$ cat src/hdl/rc4fdc_pkg.sv
package rc4fdc_pkg;

	localparam int KEY_W   = 48;
	localparam int IV_W    = 48;
	localparam int BYTE_W  = 8;
	localparam int CRC_W   = 32;
	localparam int CRC_BYTES = 12;

	localparam logic [CRC_W-1:0] CRC_POLY = 32'h04C1_1DB7;

	localparam logic CMD_START = 1'b0;
	localparam logic CMD_DATA  = 1'b1;

	typedef logic [3:0] op_t;

	localparam op_t OP_NONE  = 4'd0;
	localparam op_t OP_CRC   = 4'd1;
	localparam op_t OP_INIT  = 4'd2;
	localparam op_t OP_K_RDN = 4'd3;
	localparam op_t OP_K_RDJ = 4'd4;
	localparam op_t OP_K_WRN = 4'd5;
	localparam op_t OP_K_WRJ = 4'd6;
	localparam op_t OP_D_RDI = 4'd7;
	localparam op_t OP_D_RDJ = 4'd8;
	localparam op_t OP_D_SWP = 4'd9;
	localparam op_t OP_D_OUT = 4'd10;

	typedef struct packed {
		logic start_ld;
		logic data_ld;
		op_t  op;
	} cmd_t;

	typedef struct packed {
		logic crc_last;
		logic cnt_last;
		logic out_busy;
	} sts_t;

endpackage

$ cat src/hdl/rc4fdc_ctrl.sv
module rc4fdc_ctrl import rc4fdc_pkg::*; (
	input  logic clk,
	input  logic arst_n,
	input  logic s_tvalid,
	input  logic s_tuser,
	output logic s_tready,
	input  sts_t sts,
	output cmd_t cmd
);

	localparam logic [3:0] ST_IDLE  = 4'd0;
	localparam logic [3:0] ST_CRC   = 4'd1;
	localparam logic [3:0] ST_INIT  = 4'd2;
	localparam logic [3:0] ST_K_RDN = 4'd3;
	localparam logic [3:0] ST_K_RDJ = 4'd4;
	localparam logic [3:0] ST_K_WRN = 4'd5;
	localparam logic [3:0] ST_K_WRJ = 4'd6;
	localparam logic [3:0] ST_D_RDI = 4'd7;
	localparam logic [3:0] ST_D_RDJ = 4'd8;
	localparam logic [3:0] ST_D_SWP = 4'd9;
	localparam logic [3:0] ST_D_OUT = 4'd10;

	logic [3:0] state_q;
	logic [3:0] state_nx;
	logic       accept;

	assign s_tready = (state_q == ST_IDLE);
	assign accept   = s_tvalid & s_tready;

	always_comb begin
		state_nx     = state_q;
		cmd.start_ld = accept & (s_tuser == CMD_START);
		cmd.data_ld  = accept & (s_tuser == CMD_DATA);
		cmd.op       = OP_NONE;
		unique case (state_q)
			ST_IDLE: begin
				if (accept) begin
					state_nx = (s_tuser == CMD_DATA) ? ST_D_RDI : ST_CRC;
				end
			end
			ST_CRC: begin
				cmd.op = OP_CRC;
				if (sts.crc_last) begin
					state_nx = ST_INIT;
				end
			end
			ST_INIT: begin
				cmd.op = OP_INIT;
				if (sts.cnt_last) begin
					state_nx = ST_K_RDN;
				end
			end
			ST_K_RDN: begin
				cmd.op   = OP_K_RDN;
				state_nx = ST_K_RDJ;
			end
			ST_K_RDJ: begin
				cmd.op   = OP_K_RDJ;
				state_nx = ST_K_WRN;
			end
			ST_K_WRN: begin
				cmd.op   = OP_K_WRN;
				state_nx = ST_K_WRJ;
			end
			ST_K_WRJ: begin
				cmd.op   = OP_K_WRJ;
				state_nx = sts.cnt_last ? ST_IDLE : ST_K_RDN;
			end
			ST_D_RDI: begin
				cmd.op   = OP_D_RDI;
				state_nx = ST_D_RDJ;
			end
			ST_D_RDJ: begin
				cmd.op   = OP_D_RDJ;
				state_nx = ST_D_SWP;
			end
			ST_D_SWP: begin
				cmd.op   = OP_D_SWP;
				state_nx = ST_D_OUT;
			end
			ST_D_OUT: begin
				cmd.op = OP_D_OUT;
				if (!sts.out_busy) begin
					state_nx = ST_IDLE;
				end
			end
			default: begin
				state_nx = ST_IDLE;
			end
		endcase
	end

	always_ff @(posedge clk or negedge arst_n) begin
		if (!arst_n) begin
			state_q <= ST_IDLE;
		end else begin
			state_q <= state_nx;
		end
	end

endmodule

$ cat src/hdl/rc4fdc_dp.sv
module rc4fdc_dp import rc4fdc_pkg::*; (
	input  logic              clk,
	input  logic              arst_n,
	input  logic              cfg_wr_en,
	input  logic [KEY_W-1:0]  cfg_wr_data,
	input  logic [IV_W-1:0]   frame_iv,
	input  logic [BYTE_W-1:0] data_in,
	input  cmd_t              cmd,
	output sts_t              sts,
	input  logic              m_tready,
	output logic              m_tvalid,
	output logic [BYTE_W-1:0] m_tdata
);

	function automatic logic [CRC_W-1:0] crc_byte(input logic [CRC_W-1:0] crc_in,
			input logic [BYTE_W-1:0] b);
		logic [CRC_W-1:0] c;
		c = crc_in ^ {b, {(CRC_W-BYTE_W){1'b0}}};
		for (int k = 0; k < BYTE_W; k++) begin
			c = c[CRC_W-1] ? ({c[CRC_W-2:0], 1'b0} ^ CRC_POLY) : {c[CRC_W-2:0], 1'b0};
		end
		return c;
	endfunction

	// 16-byte key: key/iv interleaved, then crc little-endian
	function automatic logic [BYTE_W-1:0] key_byte(input logic [KEY_W-1:0] k,
			input logic [IV_W-1:0] iv, input logic [CRC_W-1:0] crc, input logic [3:0] idx);
		logic [BYTE_W-1:0] r;
		if (idx[3:2] == 2'b11) begin
			r = crc[8*idx[1:0] +: BYTE_W];
		end else if (idx[0]) begin
			r = iv[8*idx[3:1] +: BYTE_W];
		end else begin
			r = k[8*idx[3:1] +: BYTE_W];
		end
		return r;
	endfunction

	logic [BYTE_W-1:0] mem [256];

	logic [KEY_W-1:0]  key_q;
	logic [IV_W-1:0]   iv_q;
	logic [BYTE_W-1:0] din_q;
	logic [CRC_W-1:0]  crc_q;
	logic [7:0]        cnt_q;
	logic [7:0]        i_q;
	logic [7:0]        j_q;
	logic [7:0]        si_q;
	logic [7:0]        sj_q;
	logic [7:0]        t_q;
	logic [7:0]        rdata_q;
	logic [BYTE_W-1:0] dout_q;
	logic              mvalid_q;

	logic [7:0] raddr;
	logic [7:0] waddr;
	logic [7:0] wdata;
	logic       mem_we;
	logic [7:0] kb;
	logic [7:0] acc_sum;
	logic [7:0] j_sum;
	logic [7:0] i_nx;
	logic [7:0] t_nx;
	logic [7:0] ks;
	logic       out_load;

	assign kb      = key_byte(key_q, iv_q, crc_q, cnt_q[3:0]);
	assign acc_sum = j_q + rdata_q + kb;
	assign j_sum   = j_q + rdata_q;
	assign i_nx    = i_q + 8'd1;
	assign t_nx    = si_q + rdata_q;

	// S[i] was written in the same edge as the S[t] read; patch both swapped entries
	assign ks = (t_q == j_q) ? si_q : ((t_q == i_q) ? sj_q : rdata_q);

	assign sts.crc_last = (cnt_q == 8'(CRC_BYTES - 1));
	assign sts.cnt_last = (cnt_q == 8'hff);
	assign sts.out_busy = mvalid_q & ~m_tready;

	assign out_load = (cmd.op == OP_D_OUT) & ~sts.out_busy;

	always_comb begin
		raddr  = cnt_q;
		waddr  = cnt_q;
		wdata  = rdata_q;
		mem_we = 1'b0;
		unique case (cmd.op)
			OP_INIT: begin
				mem_we = 1'b1;
				wdata  = cnt_q;
			end
			OP_K_RDJ: begin
				raddr = acc_sum;
			end
			OP_K_WRN: begin
				mem_we = 1'b1;
			end
			OP_K_WRJ: begin
				mem_we = 1'b1;
				waddr  = j_q;
				wdata  = si_q;
			end
			OP_D_RDI: begin
				raddr = i_nx;
			end
			OP_D_RDJ: begin
				raddr = j_sum;
			end
			OP_D_SWP: begin
				mem_we = 1'b1;
				waddr  = i_q;
				raddr  = t_nx;
			end
			OP_D_OUT: begin
				mem_we = 1'b1;
				waddr  = j_q;
				wdata  = si_q;
				// keep S[t] in rdata_q while the output is stalled
				raddr  = t_q;
			end
			default: begin
				raddr = cnt_q;
			end
		endcase
	end

	always_ff @(posedge clk) begin
		if (mem_we) begin
			mem[waddr] <= wdata;
		end
		rdata_q <= mem[raddr];
	end

	always_ff @(posedge clk or negedge arst_n) begin
		if (!arst_n) begin
			key_q    <= '0;
			cnt_q    <= '0;
			i_q      <= '0;
			j_q      <= '0;
			mvalid_q <= 1'b0;
		end else begin
			if (cfg_wr_en) begin
				key_q <= cfg_wr_data;
			end
			if (cmd.start_ld) begin
				cnt_q <= '0;
			end
			case (cmd.op)
				OP_CRC: begin
					cnt_q <= sts.crc_last ? 8'd0 : cnt_q + 8'd1;
				end
				OP_INIT: begin
					cnt_q <= cnt_q + 8'd1;
					j_q   <= '0;
				end
				OP_K_RDJ: begin
					j_q <= acc_sum;
				end
				OP_K_WRJ: begin
					cnt_q <= cnt_q + 8'd1;
					if (sts.cnt_last) begin
						i_q <= '0;
						j_q <= '0;
					end
				end
				OP_D_RDI: begin
					i_q <= i_nx;
				end
				OP_D_RDJ: begin
					j_q <= j_sum;
				end
				default: begin
				end
			endcase
			if (out_load) begin
				mvalid_q <= 1'b1;
			end else if (m_tready) begin
				mvalid_q <= 1'b0;
			end
		end
	end

	always_ff @(posedge clk) begin
		if (cmd.start_ld) begin
			iv_q  <= frame_iv;
			crc_q <= '0;
		end
		if (cmd.data_ld) begin
			din_q <= data_in;
		end
		if (cmd.op == OP_CRC) begin
			crc_q <= crc_byte(crc_q, kb);
		end
		if (cmd.op == OP_K_RDJ || cmd.op == OP_D_RDJ) begin
			si_q <= rdata_q;
		end
		if (cmd.op == OP_D_SWP) begin
			sj_q <= rdata_q;
			t_q  <= t_nx;
		end
		if (out_load) begin
			dout_q <= din_q ^ ks;
		end
	end

	assign m_tvalid = mvalid_q;
	assign m_tdata  = dout_q;

endmodule

$ cat src/hdl/rc4_frame_decrypt_crc_key_core.sv
// channel   dir  tdata (low bit first)              tuser
// s_*       in   frame_iv[47:0], data_in[55:48]     command (0 start, 1 data)
// m_*       out  data_out[7:0]                      -
// cfg_*     in   secret_key[47:0], written when cfg_wr_en is high
//
// A data request holds off new input until done: accept, read S[i], read S[j],
// swap with keystream read, output. The state memory has one read and one
// write port, which is why each of these steps is a separate state.
// A start request: CRC over key bytes 0 to 11 (one byte a cycle), fill of the
// 256-entry table, key schedule (read S[i], S[j], write S[i], S[j] per step).
// Reset clears control and the key register; the state memory holds garbage
// until the first start. A result waiting on m_tready holds the last step.
module rc4_frame_decrypt_crc_key_core import rc4fdc_pkg::*; (
	input  logic        clk,
	input  logic        arst_n,
	input  logic        cfg_wr_en,
	input  logic [47:0] cfg_wr_data,  // secret_key
	input  logic        s_tvalid,
	output logic        s_tready,
	input  logic [55:0] s_tdata,      // frame_iv[47:0], data_in[55:48]
	input  logic        s_tuser,      // command
	output logic        m_tvalid,
	input  logic        m_tready,
	output logic [7:0]  m_tdata       // data_out[7:0]
);

	cmd_t cmd;
	sts_t sts;

	rc4fdc_ctrl u_ctrl (
		.clk      (clk),
		.arst_n   (arst_n),
		.s_tvalid (s_tvalid),
		.s_tuser  (s_tuser),
		.s_tready (s_tready),
		.sts      (sts),
		.cmd      (cmd)
	);

	rc4fdc_dp u_dp (
		.clk         (clk),
		.arst_n      (arst_n),
		.cfg_wr_en   (cfg_wr_en),
		.cfg_wr_data (cfg_wr_data),
		.frame_iv    (s_tdata[47:0]),
		.data_in     (s_tdata[55:48]),
		.cmd         (cmd),
		.sts         (sts),
		.m_tready    (m_tready),
		.m_tvalid    (m_tvalid),
		.m_tdata     (m_tdata)
	);

endmodule
$ cat config.mk
export PLATFORM = sky130hd
export DESIGN_NAME = rc4_frame_decrypt_crc_key_core
export DESIGN_NICKNAME = d
export VERILOG_FILES = /design/src/hdl/rc4fdc_pkg.sv /design/src/hdl/rc4fdc_ctrl.sv /design/src/hdl/rc4fdc_dp.sv /design/src/hdl/rc4_frame_decrypt_crc_key_core.sv
export SDC_FILE = /design/constraint.sdc
export NUM_CORES = 2
export LEC_CHECK = 0
export ABC_CLOCK_PERIOD_IN_PS = 15700
export BUFFER_PORTS_ARGS = -buffer_cell sky130_fd_sc_hd__buf_4
export CAP_MARGIN = 20
export CORE_MARGIN = 5
export CORE_UTILIZATION = 50
export CTS_BUF_LIST = sky130_fd_sc_hd__clkbuf_4
export DETAILED_ROUTE_END_ITERATION = 12
export PLACE_DENSITY = 0.66
export SETUP_SLACK_MARGIN = 0.3
export SLEW_MARGIN = 20
export SYNTH_ARGS = -nofsm -noshare
export SYNTH_HDL_FRONTEND = slang
export SYNTH_SLANG_ARGS = --single-unit
$ cat constraint.sdc
create_clock -name clk -period 15.7 [get_ports clk]
set_input_delay 2.355 -clock clk [delete_from_list [all_inputs] [get_ports clk]]
set_output_delay 2.355 -clock clk [all_outputs]
set_load 0.01 [all_outputs]
# == After elaboration in Yosys (flattened, before gate mapping) ==
# Memories as Yosys holds them, arrays and structs flattened. A register that Yosys moved wholly into a read port is not among the register bits.
# Cells that the tools add are included.
# word_totals
elab_cells,118
ramBits,2048
out_inout_bits,10
regBits,197
inputBits,110
mem_count,1
# mem_list
name,words,width,rd,rd_ports_with_merged_regs,wr,line_no,source
u_dp.mem,256,8,1,1,1,rc4fdc_dp.sv:39,logic [BYTE_W-1:0] mem [256];
# op_classes
reduce_logical,13
n_addsub,5
eq_ne,29
shifts,3
muxes,36
bitwise,18
# op_table
operator,n
$mux 27,8
$not 14->14,8
$shiftx 48x7->8,2
$mux 32,2
$pmux 8 s2,4
$mux 8,7
$pmux 4 s11,1
$pmux 4 s10,1
$pmux 8 s5,1
$eq 4x3->1 const B,8
$pmux 8 s4,1
$shiftx 32x6->8,1
$xor 32x32->32,1
$add 8x8->8,3
$eq 4x4->1 const B,6
$add 8x1->8 const B,2
$eq 8x8->1,2
$mux 4,4
$eq 4x2->1 const B,3
$eq 4x1->1 const B,2
$eq 8x4->1 const B,1
$eq 8x8->1 const B,1
$xor 8x8->8,1
$ne 2x2->1 const B,3
other kinds (16),31

# == Logic depth before layout (Yosys ltp) ==
# logic_depth
depth_word,21
ltp_mapped,22
depth_no_buf,21

# == Cells and area by module ==
# Synthesis repeated with hierarchy kept, for this count alone.
# unflattened
hier_cells,5445
hier_area_um2,90209.0
# by_module_without_submodules
mod,instances,area_per_inst_um2,seq_area_each_um2,cells_each
rc4fdc_dp,1,89812.4,67089.3,5401
rc4fdc_ctrl,1,396.6,100.1,44

# == Least setup slack after synthesis ==
# OpenSTA, ideal clock, no wires.
# synth_path
kind,flip-flop to flip-flop
from,register u_ctrl.state_q[2]
to,memory u_dp.mem[0][3] (data pin)
setup_ps,1577
synth_period_minus_slack_ps,9836
t_required_ps,14123
stages_incl_launch_ff,8
arrival_ps,8259
path_buffers,4
path_slack_ps,5864
path_cell_list,dfrtp_1 buf_2 buf_6 clkbuf_1 clkbuf_1 mux2_2 o22ai_1 a21oi_1
# synth_between
elab_chain_cells,5
word_cells_on_any_way,16
classes_between,eq/ne: 13; mux: 2; reduce/logical: 1
# synth_lines
element,line_no,source
"start, declared",rc4fdc_ctrl.sv:23,logic [3:0] state_q;
"start signal, assigned",rc4fdc_ctrl.sv:97,state_q <= state_nx;
$eq 4x4->1 (tied with other cells),rc4fdc_ctrl.sv:35,unique case (state_q)
$pmux 4 s10 (*),rc4fdc_ctrl.sv:35,
$eq 4x3->1 / $eq 4x4->1 (equally long branches),rc4fdc_dp.sv:87,unique case (cmd.op)
$reduce_or 2->1 (no source line),n/a,
$pmux 8 s2 (*),rc4fdc_dp.sv:87,
named net u_dp.wdata[3],rc4fdc_dp.sv:57,logic [7:0] wdata;
"end, declared",rc4fdc_dp.sv:39,
# Mark *: on every way through the listed nets, which the timed path passes. The rest lies on a longest branch.

# == Final worst setup path ==
# layout_path
from,register u_dp.cnt_q[0]
to,register u_dp.rdata_q[5] (read register of u_dp.mem)
# layout_between
elab_chain_cells,4
word_cells_on_any_way,5
classes_between,add/sub: 1; shift: 1; mux: 3
# layout_lines
element,line_no,source
"start, declared",rc4fdc_dp.sv:45,logic [7:0] cnt_q;
"start signal, assigned",rc4fdc_dp.sv:150,cnt_q <= sts.crc_last ? 8'd0 : cnt_q + 8'd1;
"start signal, assigned",rc4fdc_dp.sv:153,cnt_q <= cnt_q + 8'd1;
"start signal, assigned",rc4fdc_dp.sv:160,cnt_q <= cnt_q + 8'd1;
$shiftx 32x6->8 / $mux 8 (equally long branches),"rc4fdc_dp.sv:30, rc4fdc_dp.sv:31",
$mux 8,rc4fdc_dp.sv:29,if (idx[3:2] == 2'b11) begin
$add 8x8->8,rc4fdc_dp.sv:68,assign acc_sum = j_q + rdata_q + kb;
$pmux 8 s5 (*),rc4fdc_dp.sv:87,
"end, declared",rc4fdc_dp.sv:51,logic [7:0] rdata_q;
# Every way passes the cells marked *; elsewhere a longest branch is shown, timed or not.
# A chain may end at the register's enable or synchronous reset.

==> results.py <==
metrics = {
    "logic_synthesis": {
        "syn_nets": 6770,
        "synth_cells": 6634,
        "syn_area_sq_um": 92500,
        "yosysTopAreaCell": "edfxtp_1",
        "seq_area_frac_synth": 0.726,
        "synth-edff-count": 2168,
        "syn_avg_cell_area_sq_um": 13.9,
        "synth_seq_cells": 2253,
        "ys.flop_type": "edfxtp_1",
        "synth.distinct_cells": 100,
        "synth_top_cell_area_share": 0.704,
        "yosys_warnings": 0,
        "synthArstFlopShare": 0.0342,
        "synthTopCellsByArea": "edfxtp_1 70%, nand2_1 5.9%, mux2i_1 2.6%",
    },
    "placement": {
        "portBuffers": 119,
        "hpwl_um": 176000,
        "place_congestion": 0.936,
    },
    "final_layout": {
        "areaGrowthSynthToFinish_pct": 11.4,
        "nFillCells": 14900,
        "fin_nets": 7208,
        "drive_above_1_share": 0.184,
    },
    "timing": {
        "tns_ns": 0,
        "hold_viol_final": 0,
        "min_period_ns": 8.02,
        "max_clock_freq_mhz": 125,
        "period_share": 0.511,
        "grt_setup_unrepaired": "false",
        "worst_pin_slew_ns": 1.25,
        "maxSlewViolCount": 0,
        "setup_viol": 0,
        "max_slew_margin": 0.164,
        "skew_ns": 0.109,
    },
    "clocking": {
        "postCtsHoldBufs": 0,
        "clk_pin_slew_ns": 0.07,
        "h-tree-depth": 6,
        "root_buffer": "clkbuf_4",
        "clkSinkCount": 2253,
        "cts_inserted_buffers": 595,
        "clk_latency_ns": 1.42,
        "post_cts_buffers": 0,
        "ctsResizeCount": 0,
        "clockBufferDepth": 4,
        "cts_tree": "built",
    },
    "critical_path": {
        "crit_path_frequent_cell": "mux4_2",
        "cp-startpoint": "u_dp.cnt_q[0]",
        "crit_buf_inv": 2,
        "worst-r2r-setup-slack_ns": 7.68,
        "crit_path_end_kind": "flop",
        "slowest_stage": "o41ai_1",
        "cp.required_ns": 16.90,
        "arrival_ns": 9.22,
        "slowest_delay_ns": 1.04,
        "r2r_start": "u_dp.cnt_q[0]",
        "critPathMaxFanout": 116,
        "path_cells": "buf_4 > mux4_2 > mux4_2 > ha_1 > xor2_1 > a222oi_1 > o211a_4 > buf_12 > nand2_2 > o22ai_1 > nor4_1 > o41ai_1 > o211ai_1",
        "worstSetupPathType": "flop to flop",
        "start_kind": "flop",
        "crit_family": "compound AO/OA/AOI/OAI gates",
    },
    "global_route": {
        "use_met1": 0.392,
        "overflow": 0,
        "use_met3": 0.101,
        "grt_pass1_vias": 59700,
        "grt_use_total": 0.300,
        "top_usage_layer": "met2",
        "globalRouteMet2Util": 0.450,
        "antenna_found_initial": 18,
        "grt_max_degree": 233,
        "grt_first_pass_wirelength_um": 420000,
    },
    "detailed_routing": {
        "drt_iter0_drc": 9283,
        "antenna_left": 0,
        "num_vias": 62700,
        "drc_errors": 0,
        "via_per_inst": 6.31,
        "wl_um": 297000,
        "wl_per_cell_um": 29.9,
        "drt_first_pass_iters": 8,
    },
    "status": {
        "status": "finished clean",
    },
    "die": {
        "fp.dieH_um": 440,
        "die_area_sq_um": 194000,
        "die_x_um": 440,
        "rows": 157,
        "ioPinCount": 120,
        "initial_core_util": 0.504,
        "core_area_sq_um": 183000,
    },
    "job": {
        "maxCapViolCount": 0,
    },
    "hold_path": {
        "min_from": "u_dp.key_q[40]",
        "worstHoldPathType": "flop to flop",
    },
}
==> worst register-to-register path: cells and delay by family, from the launching register on <==
kind                     cells  cell delay [ns]
buffers and inverters        2             1.04
AND/OR/NAND/NOR              2             1.21
AO/OA/AOI/OAI                5             3.13
XOR/XNOR                     1             0.17
flip-flops                   1             0.78
adder cells (fa/ha/maj)      1             0.39
multiplexers                 2             1.14
==> metrics by stage <==
stage | hold slack, ns | worst slack, ns | utilization | cells | area, sq um
3_3_place_gp | 0.486 | 7.22 | 0.521 | 8933 | 95600
5_1_grt | 0.526 | 7.53 | 0.561 | 9920 | 103000
3_5_place_dp | 0.492 | 7.84 | 0.522 | 8936 | 95700
6_report | 0.505 | 7.68 | 0.562 | 9935 | 103000
2_1_floorplan | 0.475 | 5.86 | - | 6634 | 92500
4_1_cts | 0.508 | 7.78 | 0.561 | 9909 | 103000
==> layout make-up <==
class / instances / area, sq um / area share
multi-input combinational: 3943 / 23300 / 0.226
clock inverter: 88 / 573 / 0.00556
clock buffer: 885 / 6640 / 0.0645
inverter: 18 / 67.6 / 0.000656
sequential: 2253 / 67200 / 0.652
tap: 2464 / 3080 / 0.0299
antenna: 23 / 57.6 / 0.000559
timing repair buffer: 261 / 2100 / 0.0204
==> cell usage after synthesis (all sizes together), types with 30 or more instances <==
cell type / instances
a22oi: 76
dfrtp: 77
o22ai: 55
mux2i: 238
and3: 101
a32oi: 149
nand4: 37
nand3: 384
a221oi: 37
a31oi: 105
a211oi: 30
buf: 331
o21ai: 106
xor2: 54
mux4: 52
a21oi: 232
mux2: 66
edfxtp: 2168
clkbuf: 89
nand2: 1446
nor3: 32
nor2: 383
xnor2: 67
==> metal layers <==
metal  share of wire  up-vias  wire, um
met1            0.36    31000    107000
li1                -    26300         -
met5        0.000044        -        13
met4           0.051        2     15200
met3            0.14      804     40300
met2            0.45     4649    134000
==> cells in the final DEF, fill, tap and decap left out, types with 23 or more instances in the layout <==
| cell type | n |
|---|---|
| mux4_2 | 52 |
| a32oi_1 | 149 |
| nor3_1 | 26 |
| nand3_1 | 379 |
| diode_2 | 23 |
| buf_4 | 248 |
| mux2i_1 | 238 |
| a31oi_1 | 105 |
| mux2_2 | 64 |
| nand4_1 | 37 |
| dfrtp_1 | 76 |
| nand2_1 | 1440 |
| o22ai_1 | 54 |
| xor2_1 | 52 |
| a221oi_1 | 36 |
| clkbuf_4 | 885 |
| a211oi_1 | 30 |
| and3_1 | 101 |
| xnor2_1 | 60 |
| a21oi_1 | 222 |
| o211ai_1 | 28 |
| a22oi_1 | 76 |
| clkinv_1 | 54 |
| ha_1 | 23 |
| nor2_1 | 366 |
| edfxtp_1 | 2168 |
| nor4_1 | 24 |
| o21ai_0 | 88 |
==> worst paths after layout <==
check	endpoint	cells past startpoint
max	u_dp.rdata_q[5]	13
min	u_dp.key_q[40]	1
max reg2reg	u_dp.rdata_q[5]	13
min reg2reg	u_dp.key_q[40]	1
max in group asynchronous	u_dp.cnt_q[0]	2
min in group asynchronous	u_dp.key_q[12]	1
==> logic make-up (layout without fill, tap and decap cells) <==
kind of cell    after synthesis  after routing  share of synthesized area
simple gates               2481           2481                      0.114
flops                      2253           2253                      0.726
compound gates              958            958                     0.0717
buf+inv                     438           1252                     0.0250
mux                         356            356                     0.0464
xor+xnor                    122            122                     0.0124
fa+ha+maj                    26             26                    0.00376
other cells                   0             23                          0
==> flip-flops by register name (all words and copies together) (netlist names), 32 cells and up <==
| signal | flops |
|---|---|
| u_dp.crc_q | 32 |
| u_dp.iv_q | 48 |
| u_dp.key_q | 48 |
| u_dp.mem | 2048 |
Power is not shown: default switching activity piles up to over one toggle a cycle in this logic, so the estimate is an artifact.
